--- config.mk ---
export PLATFORM = sky130hd
export DESIGN_NAME = pfrf_mask
export DESIGN_NICKNAME = d
export VERILOG_FILES = /design/src/rtl/pfrf_pkg.sv /design/src/rtl/pfrf_mask.sv
export SDC_FILE = /design/constraint.sdc
export NUM_CORES = 1
export LEC_CHECK = 0
export ABC_AREA = 1
export BUFFER_PORTS_ARGS = -buffer_cell sky130_fd_sc_hd__buf_2
export CORE_AREA = 2 2 41 43
export DETAILED_ROUTE_END_ITERATION = 10
export DIE_AREA = 0 0 43 45
export GPL_TIMING_DRIVEN = 0
export PLACE_DENSITY = 0.7
export SLEW_MARGIN = 20
export SYNTH_ARGS = -nofsm -noshare
export SYNTH_HDL_FRONTEND = slang
export SYNTH_SLANG_ARGS = --single-unit
--- constraint.sdc ---
create_clock -name vclk -period 2.29
set_input_delay 0.458 -clock vclk [all_inputs]
set_output_delay 0.458 -clock vclk [all_outputs]
set_load 0.03 [all_outputs]
--- src/rtl/pfrf_pkg.sv ---
// ----------------------------------------------------------------------------
// pfrf_pkg: shared types and constants for the page framebuffer fill block
// Byte and rectangle types, item kinds, sequencer states and default sizes.
// ----------------------------------------------------------------------------
package pfrf_pkg;

  localparam int DEF_COLUMNS = 128;
  localparam int DEF_PAGES   = 8;

  localparam int BYTE_W    = 8;
  localparam int PAGE_ROWS = 8;
  localparam int ROW_SHIFT = 3;

  typedef logic [BYTE_W-1:0] byte_t;

  localparam byte_t BYTE_ALL = 8'hFF;

  typedef enum logic {
    KIND_FILL = 1'b0,
    KIND_READ = 1'b1
  } kind_e;

  typedef enum logic [2:0] {
    S_CLEAR,
    S_IDLE,
    S_READ,
    S_FRD,
    S_FWR
  } state_e;

  // Rows covered by the fill that is in progress, and its ink.
  typedef struct packed {
    logic [5:0] top;
    logic [6:0] last_row;
    logic       ink;
  } rect_t;

endpackage

--- src/rtl/pfrf_mask.sv ---
// ----------------------------------------------------------------------------
// pfrf_mask: page mask and byte merge unit
// Builds the row mask of one page from the fill rows and merges the ink into
// a byte read from the store.
// ----------------------------------------------------------------------------
module pfrf_mask #(
  parameter int PW = 3
) (
  input  logic [PW-1:0]   page_i,
  input  pfrf_pkg::rect_t rect_i,
  input  pfrf_pkg::byte_t data_i,
  output pfrf_pkg::byte_t data_o
);
  import pfrf_pkg::*;

  logic [7:0] base;
  logic [7:0] first;
  logic [7:0] last;
  logic [2:0] lo;
  logic [2:0] hi;
  byte_t      mask;

  // The sequencer only visits pages between the first and last row, so both
  // differences below stay within one page.
  always_comb begin
    base  = 8'(page_i) * 8'(PAGE_ROWS);
    first = 8'(rect_i.top);
    last  = 8'(rect_i.last_row);
    lo    = (first > base) ? 3'(first - base) : 3'd0;
    hi    = (last < (base + 8'd7)) ? 3'(last - base) : 3'd7;
    mask  = (BYTE_ALL << lo) & (BYTE_ALL >> (3'd7 - hi));
    if (rect_i.ink) begin
      data_o = data_i | mask;
    end else begin
      data_o = data_i & ~mask;
    end
  end

endmodule

Yosys cells after proc, flatten, opt, wreduce, memory -nomap -nowiden --
Cells that the tools add are included. W data, S select, Z words.
Word-level totals: bits in registers 0, bits of input ports 25
Operators by class: $add $sub $neg 4, magnitude comparators 2, shifts and indexed selects 2, muxes and demuxes 3, bitwise logic cells 4
Operator list (count):
- $and A8 B8 Y8 | 2
- $mux W8 | 1
- $not A8 Y8 | 1
- $or A8 B8 Y8 | 1
- $shl A8 B3 Y8 const A | 1
- $shr A8 B3 Y8 const A | 1
- $add A6 B3 Y7 const B | 1
- $lt A7 B7 Y1 | 1
- $gt A6 B6 Y1 | 1
- $mux W3 | 2
- $sub A3 B1 Y3 const B | 2
- $sub A3 B3 Y3 const A | 1

Logic depth before layout (Yosys ltp) --
word-level depth 9, mapped depth 11, depth with buffers taken out 11

Worst setup path before layout --
No wires, ideal clock.
path type input -> output, from input page_i[2], to output data_o[4], data arrival time 1726 ps, data required time 1832 ps, setup slack 106 ps, stages 7, path buffers 0, cell sequence inv_1 ha_1 a21oi_2 nand2_4 o211ai_1 nand2_1 o21ai_1
Between the ends: longest elaborated chain between the ends 9, elaborated cells between the ends (all ways) 13, classes of those cells add/sub (2); order compare (2); shift (2); mux (3); bitwise (4)
RTL lines:
- start: declaration | RTL line pfrf_mask.sv:9 | input logic [PW-1:0] page_i,
- $add A6 B3 Y7 | RTL line pfrf_mask.sv:30 | hi = (last < (base + 8'd7)) ? 3'(last - base) : 3'd7;
- $lt A7 B7 Y1 | RTL line pfrf_mask.sv:30
- $mux W3 | RTL line pfrf_mask.sv:30
- $sub A3 B3 Y3 | RTL line pfrf_mask.sv:31 | mask = (BYTE_ALL << lo) & (BYTE_ALL >> (3'd7 - hi));
- $shr A8 B3 Y8 | RTL line pfrf_mask.sv:31
- $and A8 B8 Y8 (*) | RTL line pfrf_mask.sv:31
- $not A8 Y8 | RTL line pfrf_mask.sv:35 | data_o = data_i & ~mask;
- $and A8 B8 Y8 | RTL line pfrf_mask.sv:35
- $mux W8 (*) | RTL line pfrf_mask.sv:32 | if (rect_i.ink) begin
- end: declaration | RTL line pfrf_mask.sv:12 | output pfrf_pkg::byte_t data_o
Every way passes the cells marked *; elsewhere a longest branch is shown, timed or not.

Final worst setup path --
from input page_i[2], to output data_o[1]
Same word-level chain as after synthesis.

==> impl_metrics.prom <==
# TYPE chip_impl_metric gauge
chip_impl_metric{name="floorplan.die_area",unit="mm2"} 0.00194
chip_impl_metric{name="post_synth.cell_area_avg",unit="um2"} 6.39
chip_impl_metric{name="synth.yosys.seq_area_share",unit="%"} 0
chip_impl_info{name="type_of_element_capturing_the_critical_path",value="output port"} 1
chip_impl_metric{name="fp.coreArea",unit="mm2"} 0.00147
chip_impl_metric{name="flow.area_growth_from_synthesis",unit="%"} 39.7
chip_impl_metric{name="min_delay_path_depth",unit=""} 4
chip_impl_metric{name="detailedRoute.firstPassIterationCount",unit=""} 4
chip_impl_info{name="hold_end",value="data_o[4]"} 1
chip_impl_metric{name="flops_and_latches",unit=""} 0
chip_impl_metric{name="die_width",unit="um"} 43
chip_impl_metric{name="total_leakage_power",unit="uW"} 0.000392
chip_impl_metric{name="hpwl",unit="um"} 1020
chip_impl_metric{name="boundaryPins",unit=""} 33
chip_impl_metric{name="floorplan.die.height",unit="um"} 45
chip_impl_info{name="timing.setup.critical_path_class",value="primary input to output port"} 1
chip_impl_metric{name="max_cap_viol_count",unit=""} 0
chip_impl_metric{name="post_cts_resize_count",unit=""} 0
chip_impl_metric{name="report.final.slew_viol_count",unit=""} 0
chip_impl_metric{name="fin_crit_sh",unit="%"} 94.7
chip_impl_metric{name="post_route_cells_drive_above_1_share",unit="%"} 52.3
chip_impl_metric{name="vdd_ir_drop_max",unit="V"} 0.000178
chip_impl_metric{name="initial_cell_density_of_the_core",unit="%"} 33.0
chip_impl_metric{name="port-buffer-count",unit=""} 33
chip_impl_metric{name="reg_area",unit="um2"} 0
chip_impl_metric{name="num-clock-buffers",unit=""} 0
chip_impl_metric{name="std_cell_rows",unit=""} 14
chip_impl_metric{name="finalHoldViolCount",unit=""} 0
chip_impl_metric{name="grt_util_all_layers",unit="%"} 11.1
chip_impl_metric{name="detail-route-antenna-nets",unit=""} 0
chip_impl_metric{name="layout.cells.non_filler",unit=""} 125
chip_impl_metric{name="drt-vias-per-instance",unit=""} 4.77
chip_impl_metric{name="grt-ovfl-total",unit=""} 0
chip_impl_metric{name="grt_first_pass_wirelength",unit="um"} 1790
chip_impl_info{name="status",value="finished clean"} 1
chip_impl_metric{name="syn_nets",unit=""} 107
chip_impl_metric{name="relSlewSlack",unit="%"} 81.4
chip_impl_metric{name="max_slew.worst_pin.slew",unit="ns"} 0.276
chip_impl_metric{name="synth_largest_type_area_fraction",unit="%"} 15.5
chip_impl_info{name="crit_path_start_kind",value="primary input"} 1
chip_impl_metric{name="synth_area",unit="um2"} 485
chip_impl_metric{name="post_cts_hold_buffer_count",unit=""} 0
chip_impl_metric{name="total_via_count_after_detailed_routing",unit=""} 596
chip_impl_metric{name="gp_congestion",unit=""} 0.746
chip_impl_metric{name="critPathArrivalTime",unit="ns"} 1.71
chip_impl_metric{name="antenna-diode-count",unit=""} 0
chip_impl_metric{name="placed_cells",unit=""} 125
chip_impl_metric{name="detail_route.wirelength",unit="um"} 1110
chip_impl_metric{name="remaining_drc_errors",unit=""} 0
chip_impl_info{name="synth.largest_area_cell",value="sky130_fd_sc_hd__ha_1"} 1
chip_impl_metric{name="grt_pass1_vias",unit=""} 485
chip_impl_info{name="rsz0062_at_grt",value="true"} 1
chip_impl_metric{name="antenna_violations_before_repair",unit=""} 0
chip_impl_metric{name="pwr_density_cell",unit="mW/mm2"} 272
chip_impl_metric{name="synth_cell_type_count",unit=""} 22
chip_impl_metric{name="syn_inst",unit=""} 76
chip_impl_metric{name="initialDrtViolationCount",unit=""} 11
chip_impl_metric{name="finalWorstPathRequiredPeriod",unit="ns"} 2.17
chip_impl_metric{name="design.final.nets",unit=""} 142
chip_impl_metric{name="setup_tns",unit="ns"} 0
chip_impl_metric{name="postCtsSetupRepairBufs",unit=""} 0
chip_impl_info{name="holdCritStartpoint",value="data_i[4]"} 1
chip_impl_metric{name="grt_start_max_net_pins",unit=""} 8
chip_impl_metric{name="cp.required",unit="ns"} 1.83
chip_impl_metric{name="ys_warn_count",unit=""} 0
chip_impl_metric{name="critical_path_peak_fanout",unit=""} 7
chip_impl_metric{name="max_freq",unit="GHz"} 0.461
chip_impl_metric{name="setup_viol",unit=""} 0
chip_impl_info{name="synthTopCellsByArea",value="sky130_fd_sc_hd__ha_1 (15%), sky130_fd_sc_hd__nand2_1 (14%), sky130_fd_sc_hd__nand3_2 (10%)"} 1
chip_impl_info{name="timing.hold.worst.class",value="primary input to output port"} 1
chip_impl_metric{name="wl_per_cell",unit="um"} 8.88
-- cells by family after synthesis --
family                   after synthesis  synth area share [%]
AO/OA/AOI/OAI                         11                  17.0
adder cells (fa/ha/maj)                6                  15.5
buffers and inverters                 13                  10.1
AND/OR/NAND/NOR                       46                  57.5
-- cell type report --
type                            instances  area (um2)
Inverter                               13        48.8
Tap cell                               16        20.0
Fill cell                             167         793
Timing Repair Buffer                   33         173
Multi-Input combinational cell         63         437
-- Yosys cell counts --
| cell type | number |
|---|---|
| sky130_fd_sc_hd__nor2_4 | 1 |
| sky130_fd_sc_hd__and3_1 | 1 |
| sky130_fd_sc_hd__a21oi_1 | 1 |
| sky130_fd_sc_hd__nand4_1 | 4 |
| sky130_fd_sc_hd__nand2_4 | 1 |
| sky130_fd_sc_hd__a21oi_2 | 1 |
| sky130_fd_sc_hd__inv_2 | 4 |
| sky130_fd_sc_hd__ha_1 | 6 |
| sky130_fd_sc_hd__o31ai_1 | 1 |
| sky130_fd_sc_hd__nand3_2 | 5 |
| sky130_fd_sc_hd__nand3_1 | 6 |
| sky130_fd_sc_hd__o21ai_1 | 4 |
| sky130_fd_sc_hd__nand2_2 | 4 |
| sky130_fd_sc_hd__o211ai_1 | 1 |
| sky130_fd_sc_hd__inv_1 | 9 |
| sky130_fd_sc_hd__nor2_1 | 1 |
| sky130_fd_sc_hd__nor3_2 | 1 |
| sky130_fd_sc_hd__nand2_1 | 18 |
| sky130_fd_sc_hd__nor2_2 | 3 |
| sky130_fd_sc_hd__o21ai_2 | 1 |
| sky130_fd_sc_hd__o211ai_2 | 2 |
| sky130_fd_sc_hd__nor2_8 | 1 |
-- routing by layer --
metal / GRT usage [%] / vias up / part of all wire (%)
met2: 21.2 / 13 / 50
met3: 0.400 / 0 / 5.3
met4: 0 / 0 / 0
li1: - / 325 / -
met1: 14.9 / 258 / 44
met5: 0 / - / 0
-- worst max-delay path, cell delays in order --
cell and delay (ns):
sky130_fd_sc_hd__buf_2 0.07, sky130_fd_sc_hd__inv_1 0.05, sky130_fd_sc_hd__ha_1 0.31, sky130_fd_sc_hd__nand2_2 0.11, sky130_fd_sc_hd__nor2_4 0.05, sky130_fd_sc_hd__nor2_8 0.15, sky130_fd_sc_hd__nand4_1 0.11, sky130_fd_sc_hd__nand2_1 0.10
sky130_fd_sc_hd__nand2_1 0.05, sky130_fd_sc_hd__o21ai_1 0.06, sky130_fd_sc_hd__buf_4 0.17
-- worst max-delay path by stage --
stage,startpoint,endpoint,slack (ns),cells after the start
after global routing,page_i[2],data_o[2],0.004,11
after detailed placement,page_i[2],data_o[1],0.07,11
after CTS,page_i[2],data_o[1],0.07,11
after global placement,page_i[2],data_o[1],0.10,11
final,page_i[2],data_o[1],0.12,11
after floorplan,page_i[2],data_o[4],0.11,7
-- placed cells by master (no fill, tap or decap), drive strengths merged --
master	count
and3	1
nand4	4
o31ai	1
inv	13
nand3	11
nor3	1
o211ai	3
ha	6
nand2	23
buf	33
nor2	6
o21ai	5
a21oi	2
-- where the power goes --
group | switching (uW) | leakage [uW] | internal [uW]
combinational | 116 | 0.000392 | 68.9
clock | 0 | 0 | 0
sequential | 0 | 0 | 0
-- metrics by stage --
| stage | total power, uW | instance area (um2) | worst slack (ns) | hold WS, ns | utilization (%) |
|---|---|---|---|---|---|
| 2_1_floorplan | 127 | 485 | 0.106 | 1.13 | - |
| 3_3_place_gp | 179 | 671 | 0.103 | 1.26 | 45.6 |
| 3_5_place_dp | 183 | 671 | 0.0726 | 1.26 | 45.6 |
| 4_1_cts | 183 | 671 | 0.0743 | 1.26 | 45.6 |
| 5_1_grt | 205 | 678 | 0.00437 | 1.28 | 46.1 |
| 6_report | 185 | 678 | 0.122 | 1.25 | 46.1 |
Power figures use the tool's default switching activity.
